===== src/design/biquad_iir_filter_unit_defines.svh =====
// Assertion macros for the biquad filter unit.
// Used by the RTL files that carry concurrent assertions; needs a signal named clock and reset.
`ifndef BIQUAD_IIR_FILTER_UNIT_DEFINES_SVH
`define BIQUAD_IIR_FILTER_UNIT_DEFINES_SVH

// property checked on every clock edge outside reset
`define BIQ_ASSERT(label, prop, msg) \
   label: assert property (@(posedge clock) disable iff (reset) (prop)) else $error(msg);

// condition that must never be seen outside reset
`define BIQ_NEVER(label, expr, msg) \
   label: assert property (@(posedge clock) disable iff (reset) !(expr)) else $error(msg);

`endif


===== src/design/biq_pkg.sv =====
// Shared types and constants for the biquad filter unit.
// No dependencies.
`default_nettype none

package biq_pkg;

   localparam int SAMPLE_BITS    = 24;
   localparam int COEF_FRAC_BITS = 28;
   localparam int COEF_BITS      = 32;
   localparam int HIST_BITS      = 32;
   localparam int PROD_BITS      = COEF_BITS + HIST_BITS;
   localparam int ACC_BITS       = PROD_BITS + 2;
   localparam int RND_BITS       = ACC_BITS - COEF_FRAC_BITS;
   localparam int NUM_REGS       = 5;
   localparam int CSR_INDEX_BITS = 3;

   // register indexes
   localparam logic [CSR_INDEX_BITS-1:0] REG_GAIN_B0     = 3'd0;
   localparam logic [CSR_INDEX_BITS-1:0] REG_GAIN_B1     = 3'd1;
   localparam logic [CSR_INDEX_BITS-1:0] REG_GAIN_B2     = 3'd2;
   localparam logic [CSR_INDEX_BITS-1:0] REG_FEEDBACK_A1 = 3'd3;
   localparam logic [CSR_INDEX_BITS-1:0] REG_FEEDBACK_A2 = 3'd4;

   // accumulator operations
   localparam logic [2:0] ACC_HOLD   = 3'd0;
   localparam logic [2:0] ACC_LOAD_X = 3'd1;
   localparam logic [2:0] ACC_SUB    = 3'd2;
   localparam logic [2:0] ACC_LOAD_P = 3'd3;
   localparam logic [2:0] ACC_ADD    = 3'd4;

   // multiplier data operand
   localparam logic [1:0] DATA_HIST_ONE = 2'd0;
   localparam logic [1:0] DATA_HIST_TWO = 2'd1;
   localparam logic [1:0] DATA_W        = 2'd2;

   localparam logic [COEF_BITS-1:0] COEF_ONE =
      {{(COEF_BITS-COEF_FRAC_BITS-1){1'b0}}, 1'b1, {COEF_FRAC_BITS{1'b0}}};

   typedef struct packed {
      logic [2:0]                acc_op;
      logic [CSR_INDEX_BITS-1:0] coef_sel;
      logic [1:0]                data_sel;
      logic                      w_latch;
      logic                      y_load;
   } biq_ctrl_type;

endpackage

`default_nettype wire


===== src/design/biq_mac.sv =====
// Shared multiply-accumulate unit: registered 32x32 product, wide accumulator,
// round-half-up and saturation. Depends on biq_pkg.
`default_nettype none

module biq_mac (
   input  wire logic                                      clock,
   input  wire logic [2:0]                                acc_op,
   input  wire logic signed [biq_pkg::COEF_BITS-1:0]      op_coef,
   input  wire logic signed [biq_pkg::HIST_BITS-1:0]      op_data,
   input  wire logic signed [biq_pkg::SAMPLE_BITS-1:0]    sample,
   output      logic signed [biq_pkg::HIST_BITS-1:0]      w_sat,
   output      logic signed [biq_pkg::SAMPLE_BITS-1:0]    y_sat
);

   localparam int ACC_BITS = biq_pkg::ACC_BITS;
   localparam int RND_BITS = biq_pkg::RND_BITS;
   localparam int F        = biq_pkg::COEF_FRAC_BITS;
   localparam int HB       = biq_pkg::HIST_BITS;
   localparam int SB       = biq_pkg::SAMPLE_BITS;

   localparam logic [ACC_BITS-1:0] ROUND_HALF =
      {{(ACC_BITS-F){1'b0}}, 1'b1, {(F-1){1'b0}}};

   logic signed [biq_pkg::PROD_BITS-1:0] prod_ff, prod_in;
   logic signed [ACC_BITS-1:0]           acc_ff, acc_in;
   logic signed [ACC_BITS-1:0]           prod_ext;
   logic signed [ACC_BITS-1:0]           x_ext;
   logic [ACC_BITS-1:0]                  rnd_sum;
   logic signed [RND_BITS-1:0]           rnd_q;
   logic                                 w_fits;
   logic                                 y_fits;

   assign prod_in  = op_coef * op_data;
   assign prod_ext = ACC_BITS'(prod_ff);
   assign x_ext    = {{(ACC_BITS-SB-F){sample[SB-1]}}, sample, {F{1'b0}}};

   always_comb begin
      case (acc_op)
         biq_pkg::ACC_HOLD:   acc_in = acc_ff;
         biq_pkg::ACC_LOAD_X: acc_in = x_ext;
         biq_pkg::ACC_SUB:    acc_in = acc_ff - prod_ext;
         biq_pkg::ACC_LOAD_P: acc_in = prod_ext;
         biq_pkg::ACC_ADD:    acc_in = acc_ff + prod_ext;
         default:             acc_in = acc_ff;
      endcase
   end

   always_ff @(posedge clock) begin
      prod_ff <= prod_in;
      acc_ff  <= acc_in;
   end

   // floor((acc + half) / 2^F), then clamp
   assign rnd_sum = acc_ff + ROUND_HALF;
   assign rnd_q   = rnd_sum[ACC_BITS-1:F];

   assign w_fits = (&rnd_q[RND_BITS-1:HB-1]) | ~(|rnd_q[RND_BITS-1:HB-1]);
   assign y_fits = (&rnd_q[RND_BITS-1:SB-1]) | ~(|rnd_q[RND_BITS-1:SB-1]);

   assign w_sat = w_fits ? rnd_q[HB-1:0]
                         : {rnd_q[RND_BITS-1], {(HB-1){~rnd_q[RND_BITS-1]}}};
   assign y_sat = y_fits ? rnd_q[SB-1:0]
                         : {rnd_q[RND_BITS-1], {(SB-1){~rnd_q[RND_BITS-1]}}};

endmodule

`default_nettype wire


===== src/design/biq_seq.sv =====
// Step sequencer for the biquad filter unit: drives the shared MAC through
// the feedback and feedforward passes. Depends on biq_pkg.
`default_nettype none

module biq_seq (
   input  wire logic                 clock,
   input  wire logic                 reset,
   input  wire logic                 start,
   input  wire logic                 out_free,
   output      logic                 busy,
   output      biq_pkg::biq_ctrl_type ctrl
);

   localparam logic [3:0] ST_IDLE = 4'd0;
   localparam logic [3:0] ST_FB1  = 4'd1;
   localparam logic [3:0] ST_FB2  = 4'd2;
   localparam logic [3:0] ST_FB3  = 4'd3;
   localparam logic [3:0] ST_W    = 4'd4;
   localparam logic [3:0] ST_FF0  = 4'd5;
   localparam logic [3:0] ST_FF1  = 4'd6;
   localparam logic [3:0] ST_FF2  = 4'd7;
   localparam logic [3:0] ST_FF3  = 4'd8;
   localparam logic [3:0] ST_OUT  = 4'd9;

   logic [3:0] state_ff, state_in;

   always_comb begin
      state_in      = state_ff;
      ctrl.acc_op   = biq_pkg::ACC_HOLD;
      ctrl.coef_sel = biq_pkg::REG_FEEDBACK_A1;
      ctrl.data_sel = biq_pkg::DATA_HIST_ONE;
      ctrl.w_latch  = 1'b0;
      ctrl.y_load   = 1'b0;
      case (state_ff)
         ST_IDLE: begin
            if (start) begin
               ctrl.acc_op = biq_pkg::ACC_LOAD_X;
               state_in    = ST_FB1;
            end
         end
         ST_FB1: begin
            state_in = ST_FB2;
         end
         ST_FB2: begin
            ctrl.acc_op   = biq_pkg::ACC_SUB;
            ctrl.coef_sel = biq_pkg::REG_FEEDBACK_A2;
            ctrl.data_sel = biq_pkg::DATA_HIST_TWO;
            state_in      = ST_FB3;
         end
         ST_FB3: begin
            ctrl.acc_op = biq_pkg::ACC_SUB;
            state_in    = ST_W;
         end
         ST_W: begin
            ctrl.w_latch = 1'b1;
            state_in     = ST_FF0;
         end
         ST_FF0: begin
            ctrl.coef_sel = biq_pkg::REG_GAIN_B0;
            ctrl.data_sel = biq_pkg::DATA_W;
            state_in      = ST_FF1;
         end
         ST_FF1: begin
            ctrl.acc_op   = biq_pkg::ACC_LOAD_P;
            ctrl.coef_sel = biq_pkg::REG_GAIN_B1;
            ctrl.data_sel = biq_pkg::DATA_HIST_ONE;
            state_in      = ST_FF2;
         end
         ST_FF2: begin
            ctrl.acc_op   = biq_pkg::ACC_ADD;
            ctrl.coef_sel = biq_pkg::REG_GAIN_B2;
            ctrl.data_sel = biq_pkg::DATA_HIST_TWO;
            state_in      = ST_FF3;
         end
         ST_FF3: begin
            ctrl.acc_op = biq_pkg::ACC_ADD;
            state_in    = ST_OUT;
         end
         ST_OUT: begin
            // wait here while the previous result is still held
            if (out_free) begin
               ctrl.y_load = 1'b1;
               state_in    = ST_IDLE;
            end
         end
         default: begin
            state_in = ST_IDLE;
         end
      endcase
   end

   always_ff @(posedge clock) begin
      if (reset) begin
         state_ff <= ST_IDLE;
      end else begin
         state_ff <= state_in;
      end
   end

   assign busy = (state_ff != ST_IDLE);

endmodule

`default_nettype wire


===== src/design/biquad_iir_filter_unit.sv =====
// Biquad IIR filter unit, direct form II, Q4.28 coefficients, one shared MAC.
// rsp_valid rises after both passes over the shared MAC (later if the output is stalled).
// req_stall holds new samples off while busy: the single multiplier steps 5 products.
// Reset (synchronous): coefficients to b0 = 1.0, others 0; history cleared, no result held.
// Any coefficient write clears the history. Depends on biq_pkg, biq_mac, biq_seq.
`default_nettype none
`include "biquad_iir_filter_unit_defines.svh"

module biquad_iir_filter_unit (
   input  wire logic                                   clock,
   input  wire logic                                   reset,
   input  wire logic                                   req_valid,
   output      logic                                   req_stall,
   input  wire logic signed [biq_pkg::SAMPLE_BITS-1:0] req_sample_in,
   input  wire logic                                   req_block_last,
   output      logic                                   rsp_valid,
   input  wire logic                                   rsp_stall,
   output      logic signed [biq_pkg::SAMPLE_BITS-1:0] rsp_sample_out,
   output      logic                                   rsp_block_last_out,
   input  wire logic                                   csr_write_enable,
   input  wire logic [biq_pkg::CSR_INDEX_BITS-1:0]     csr_index,
   input  wire logic [biq_pkg::COEF_BITS-1:0]          csr_write_data
);

   localparam int CB = biq_pkg::COEF_BITS;
   localparam int HB = biq_pkg::HIST_BITS;
   localparam int SB = biq_pkg::SAMPLE_BITS;

   logic signed [CB-1:0] coef_ff [biq_pkg::NUM_REGS];
   logic signed [HB-1:0] hist_one_ff, hist_one_in;
   logic signed [HB-1:0] hist_two_ff, hist_two_in;
   logic signed [HB-1:0] w_ff, w_in;
   logic                 last_ff, last_in;
   logic                 rsp_valid_ff, rsp_valid_in;
   logic signed [SB-1:0] rsp_sample_ff, rsp_sample_in;
   logic                 rsp_last_ff, rsp_last_in;

   logic                  busy;
   logic                  start;
   logic                  out_free;
   logic                  csr_hit;
   biq_pkg::biq_ctrl_type ctrl;
   logic signed [CB-1:0]  op_coef;
   logic signed [HB-1:0]  op_data;
   logic signed [HB-1:0]  w_sat;
   logic signed [SB-1:0]  y_sat;

   assign req_stall = busy;
   assign start     = req_valid & ~busy;
   assign out_free  = ~rsp_valid_ff | ~rsp_stall;
   assign csr_hit   = csr_write_enable &
                      (csr_index < biq_pkg::CSR_INDEX_BITS'(biq_pkg::NUM_REGS));

   biq_seq u_seq (
      .clock    (clock),
      .reset    (reset),
      .start    (start),
      .out_free (out_free),
      .busy     (busy),
      .ctrl     (ctrl)
   );

   always_comb begin
      case (ctrl.coef_sel)
         biq_pkg::REG_GAIN_B0:     op_coef = coef_ff[0];
         biq_pkg::REG_GAIN_B1:     op_coef = coef_ff[1];
         biq_pkg::REG_GAIN_B2:     op_coef = coef_ff[2];
         biq_pkg::REG_FEEDBACK_A1: op_coef = coef_ff[3];
         biq_pkg::REG_FEEDBACK_A2: op_coef = coef_ff[4];
         default:                  op_coef = coef_ff[0];
      endcase
      case (ctrl.data_sel)
         biq_pkg::DATA_HIST_ONE: op_data = hist_one_ff;
         biq_pkg::DATA_HIST_TWO: op_data = hist_two_ff;
         biq_pkg::DATA_W:        op_data = w_ff;
         default:                op_data = hist_one_ff;
      endcase
   end

   biq_mac u_mac (
      .clock   (clock),
      .acc_op  (ctrl.acc_op),
      .op_coef (op_coef),
      .op_data (op_data),
      .sample  (req_sample_in),
      .w_sat   (w_sat),
      .y_sat   (y_sat)
   );

   always_comb begin
      w_in          = ctrl.w_latch ? w_sat : w_ff;
      last_in       = start ? req_block_last : last_ff;
      hist_one_in   = hist_one_ff;
      hist_two_in   = hist_two_ff;
      rsp_valid_in  = rsp_valid_ff & rsp_stall;
      rsp_sample_in = rsp_sample_ff;
      rsp_last_in   = rsp_last_ff;
      if (ctrl.y_load) begin
         hist_two_in   = hist_one_ff;
         hist_one_in   = w_ff;
         rsp_valid_in  = 1'b1;
         rsp_sample_in = y_sat;
         rsp_last_in   = last_ff;
      end
      if (csr_hit) begin
         hist_one_in = '0;
         hist_two_in = '0;
      end
   end

   always_ff @(posedge clock) begin
      if (reset) begin
         coef_ff[0]   <= biq_pkg::COEF_ONE;
         coef_ff[1]   <= '0;
         coef_ff[2]   <= '0;
         coef_ff[3]   <= '0;
         coef_ff[4]   <= '0;
         hist_one_ff  <= '0;
         hist_two_ff  <= '0;
         rsp_valid_ff <= 1'b0;
      end else begin
         if (csr_hit) begin
            coef_ff[csr_index] <= csr_write_data;
         end
         hist_one_ff  <= hist_one_in;
         hist_two_ff  <= hist_two_in;
         rsp_valid_ff <= rsp_valid_in;
      end
   end

   always_ff @(posedge clock) begin
      w_ff          <= w_in;
      last_ff       <= last_in;
      rsp_sample_ff <= rsp_sample_in;
      rsp_last_ff   <= rsp_last_in;
   end

   assign rsp_valid          = rsp_valid_ff;
   assign rsp_sample_out     = rsp_sample_ff;
   assign rsp_block_last_out = rsp_last_ff;

   `BIQ_ASSERT(a_busy_after_transfer, start |=> req_stall, "no stall after req transfer")
   `BIQ_NEVER(a_no_overwrite, ctrl.y_load && rsp_valid_ff && rsp_stall, "result overwritten")
   `BIQ_ASSERT(a_csr_clears_history, csr_hit |=> (hist_one_ff == '0) && (hist_two_ff == '0),
      "history not cleared by coefficient write")
   `BIQ_ASSERT(a_hist_shift, ctrl.y_load && !csr_hit |=> hist_two_ff == $past(hist_one_ff),
      "history not shifted")

endmodule

`default_nettype wire

===== config.mk =====
export PLATFORM = sky130hd
export DESIGN_NAME = biquad_iir_filter_unit
export DESIGN_NICKNAME = d
export VERILOG_FILES = /design/src/design/biq_pkg.sv /design/src/design/biq_mac.sv /design/src/design/biq_seq.sv /design/src/design/biquad_iir_filter_unit.sv
export VERILOG_INCLUDE_DIRS = /design/src /design/src/design
export SDC_FILE = /design/constraint.sdc
export NUM_CORES = 2
export LEC_CHECK = 0
export BUFFER_PORTS_ARGS = -buffer_cell sky130_fd_sc_hd__buf_2
export CAP_MARGIN = 20
export CORE_MARGIN = 2
export CORE_UTILIZATION = 66
export CTS_CLUSTER_DIAMETER = 150
export CTS_CLUSTER_SIZE = 8
export DETAILED_ROUTE_END_ITERATION = 7
export GPL_TIMING_DRIVEN = 0
export PLACE_DENSITY = 0.93
export SYNTH_ARGS = -nofsm -noshare
export SYNTH_HDL_FRONTEND = slang
export SYNTH_HIERARCHICAL = 1
export SYNTH_SLANG_ARGS = --single-unit

===== constraint.sdc =====
create_clock -name clock -period 10.7 [get_ports clock]
set_clock_uncertainty 0.05 [all_clocks]
set_input_delay 2.14 -clock clock [delete_from_list [all_inputs] [get_ports clock]]
set_output_delay 2.14 -clock clock [all_outputs]
set_load 0.01 [all_outputs]

==> flow_metrics.py <==
metrics = {
    "run_status": {
        "outcome": "finished with violations",
        "violations": "setup timing",
    },
    "yosys": {
        "synth_edf_count": 284,
        "yosys-top-cells-area": "fa_1 37%, edfxtp_1 14%, and2_1 6.9%",
        "synth.most_common_cell": "fa_1",
        "synth_flop_cell": "edfxtp_1",
        "ys_top_cells_by_count": "1083 x fa_1, 1027 x inv_1, 677 x nand2_1",
        "syn_inst": 6132,
        "synth_top_area_share_pct": 36.6,
        "yosys.area.top_type": "fa_1",
        "yosys_register_bits": 417,
        "ys_warn_count": 6,
        "synth.avg_cell_area_um2": 9.67,
        "synth_seq_area_share_pct": 18.9,
        "yosys.cell_types.count": 97,
        "synthArstFlopShare_pct": 0,
        "syn_area_um2": 59300,
        "synth.net_count": 7533,
    },
    "worst_hold_path": {
        "min_path_type": "reg2reg",
    },
    "die": {
        "initial_core_util_pct": 66.9,
        "die_x_um": 304,
        "pin_count": 92,
        "rows": 109,
        "core-area_um2": 88600,
        "die_area_um2": 92300,
        "die_h_um": 304,
    },
    "cells_and_area": {
        "nFillCells": 6315,
        "multiInputGateArea_um2": 43100,
        "area_delta_synth_final_pct": 7.83,
        "fin_util_pct": 72.1,
        "regArea_um2": 11200,
        "fin_cells": 7552,
        "drive_gt1_share_pct": 8.50,
        "finalNetCount": 7718,
    },
    "clock_network": {
        "root_buffer": "clkbuf_16",
        "ctsHoldBuffers": 0,
        "clk_pin_slew_worst_paths_ns": 0.05,
        "cts_buffers": 58,
        "clock-sinks": 417,
        "htreeDepth": 2,
        "max-clock-path-buffers": 3,
        "cts_tree": "done",
        "clock_latency_ns": 0.63,
    },
    "setup_path": {
        "cp_max_fo": 10,
        "slowest_delay_ns": 0.72,
        "r2r_end": "u_mac/prod_ff[62]",
        "critPathCapture": "u_mac/prod_ff[62]",
        "crit_top_cell": "fa_1",
        "rr_worst_depth": 31,
        "crit_required_ns": 11.13,
        "r2r_start": "u_seq/state_ff[2]",
        "r2r_slack_ns": -0.04,
        "end_kind": "register",
        "cp.arrival_ns": 11.17,
        "critPathLaunch": "u_seq/state_ff[2]",
        "path_class": "reg2reg",
        "critPathSlowestCell": "clkbuf_1",
        "startpoint_type": "register",
    },
    "global_route": {
        "grt_antenna_before_repair": 32,
        "grt_start_max_net_pins": 33,
        "grt_pass1_wl_um": 318000,
        "gr-total-overflow": 0,
        "grt_util_all_layers_pct": 47.3,
        "grt_pass1_vias": 50260,
    },
    "power": {
        "p_per_area_nw_per_um2": 253,
        "p_total_uw": 16100,
        "peakVddDrop_v": 0.000284,
        "leakage_uw": 0.0295,
    },
    "timing": {
        "slew-limit-headroom_pct": 30.6,
        "max_freq_mhz": 93.1,
        "fin_hold_ws_ns": 0.372,
        "hold_viol_final": 0,
        "min_period_over_period_pct": 100,
        "setup_viol": 1,
        "rsz0062_at_grt": "true",
        "drv_slew": 0,
        "setup_ws_ns": -0.0407,
        "min_period_ns": 10.74,
        "tightest_slew_ns": 1.04,
    },
    "routing": {
        "vias": 49035,
        "routed_wl_um": 220000,
        "wire_per_inst_um": 29.1,
        "first_pass_iters": 8,
        "drcViolationCount": 0,
        "drtIter0Drc": 6290,
        "antenna_left": 0,
        "viasPerCell": 6.49,
    },
    "placement": {
        "place_hpwl_um": 171000,
        "placedCellCount": 7418,
        "place_congestion": 1.07,
        "dp_slack_ns": -1.71,
        "portBuffers": 91,
    },
    "job": {
        "cap_violations": 0,
    },
}
metal layers:
metal  part of all wire, %  vias up  track usage [%]
li1                      -    19711                -
met4                    10       10             37.2
met2                    43     3940             70.6
met5                 0.033        -                0
met1                    33    24221             58.4
met3                    14     1153             13.3
critical path, delay by kind of cell (launching register included):
family | cells | cell delay [ns]
fa+ha+maj | 9 | 4.65
flops | 1 | 0.32
simple gates | 6 | 1.49
mux | 1 | 0.20
compound gates | 10 | 2.49
buf+inv | 5 | 1.40
power by group:
group          total (µW)  internal, µW  switching, µW
sequential           2450          2180            267
clock                1770          1030            746
combinational       11900          3740           8190
flip-flops by register name, indices dropped and copies added, names as in the netlist:
signal	cells
hist_one_ff	32
rsp_valid	1
rsp_block_last_out	1
u_mac/acc_ff	66
u_seq/state_ff	4
rsp_sample_out	24
last_ff	1
hist_two_ff	32
coef_ff	160
w_ff	32
u_mac/prod_ff	64
metrics by stage:
step	instance area, µm²	TNS [ns]
3_3_place_gp	61200	-33.47
2_1_floorplan	59300	0
5_1_grt	63900	-0.443
6_report	63900	-0.0407
3_5_place_dp	61500	-21.77
4_1_cts	63500	-0.0621
worst min-delay path by stage:
| stage | from | to | slack (ns) | depth (start not counted) |
|---|---|---|---|---|
| floorplan | last_ff | rsp_block_last_out | 0.35 | 0 |
| global placement | last_ff | rsp_block_last_out | 0.35 | 0 |
| detailed placement | last_ff | rsp_block_last_out | 0.36 | 0 |
| CTS | last_ff | rsp_block_last_out | 0.37 | 0 |
| global route | last_ff | rsp_block_last_out | 0.38 | 0 |
| finish | last_ff | rsp_block_last_out | 0.37 | 0 |
layout by cell type, fill, tap and decap left out, types with 69 or more instances in the layout:
master	netlist	routed
fa_1	1083	1077
inv_1	1027	1025
nand2_1	677	677
and2_1	657	657
edfxtp_1	284	284
ha_1	253	251
a21oi_1	239	236
nor2_1	189	187
o21ai_0	179	153
clkbuf_1	294	148
buf_2	28	137
clkbuf_2	3	134
dfxtp_1	133	133
xor2_1	112	112
xnor2_1	113	111
mux2i_1	94	94
a21o_1	69	69
cell type report:
class                           instances  area share, %
Multi-Input combinational cell       4342           67.4
Sequential cell                       417           17.5
Inverter                             1027           6.03
Buffer                                345           2.81
Clock buffer                          103           2.57
Tap cell                             1165           2.28
Timing Repair Buffer                  126           1.25
Antenna cell                           24         0.0939
Clock inverter                          3         0.0861
repair_timing:
item                       4_1_cts  5_1_grt
setup endpoints to repair       30       20
pin swaps                        2        2
setup buffers                    3        2
gates resized for setup        170      279
kinds of logic after synthesis:
family | Yosys count | share of synthesized area [%]
XOR/XNOR | 225 | 3.32
multiplexers | 95 | 1.61
flip-flops | 417 | 18.9
adder cells (fa/ha/maj) | 1336 | 41.9
AO/OA/AOI/OAI | 792 | 8.63
AND/OR/NAND/NOR | 1894 | 16.7
buffers and inverters | 1373 | 8.95
Note: power is estimated with default switching activity, not from simulation.
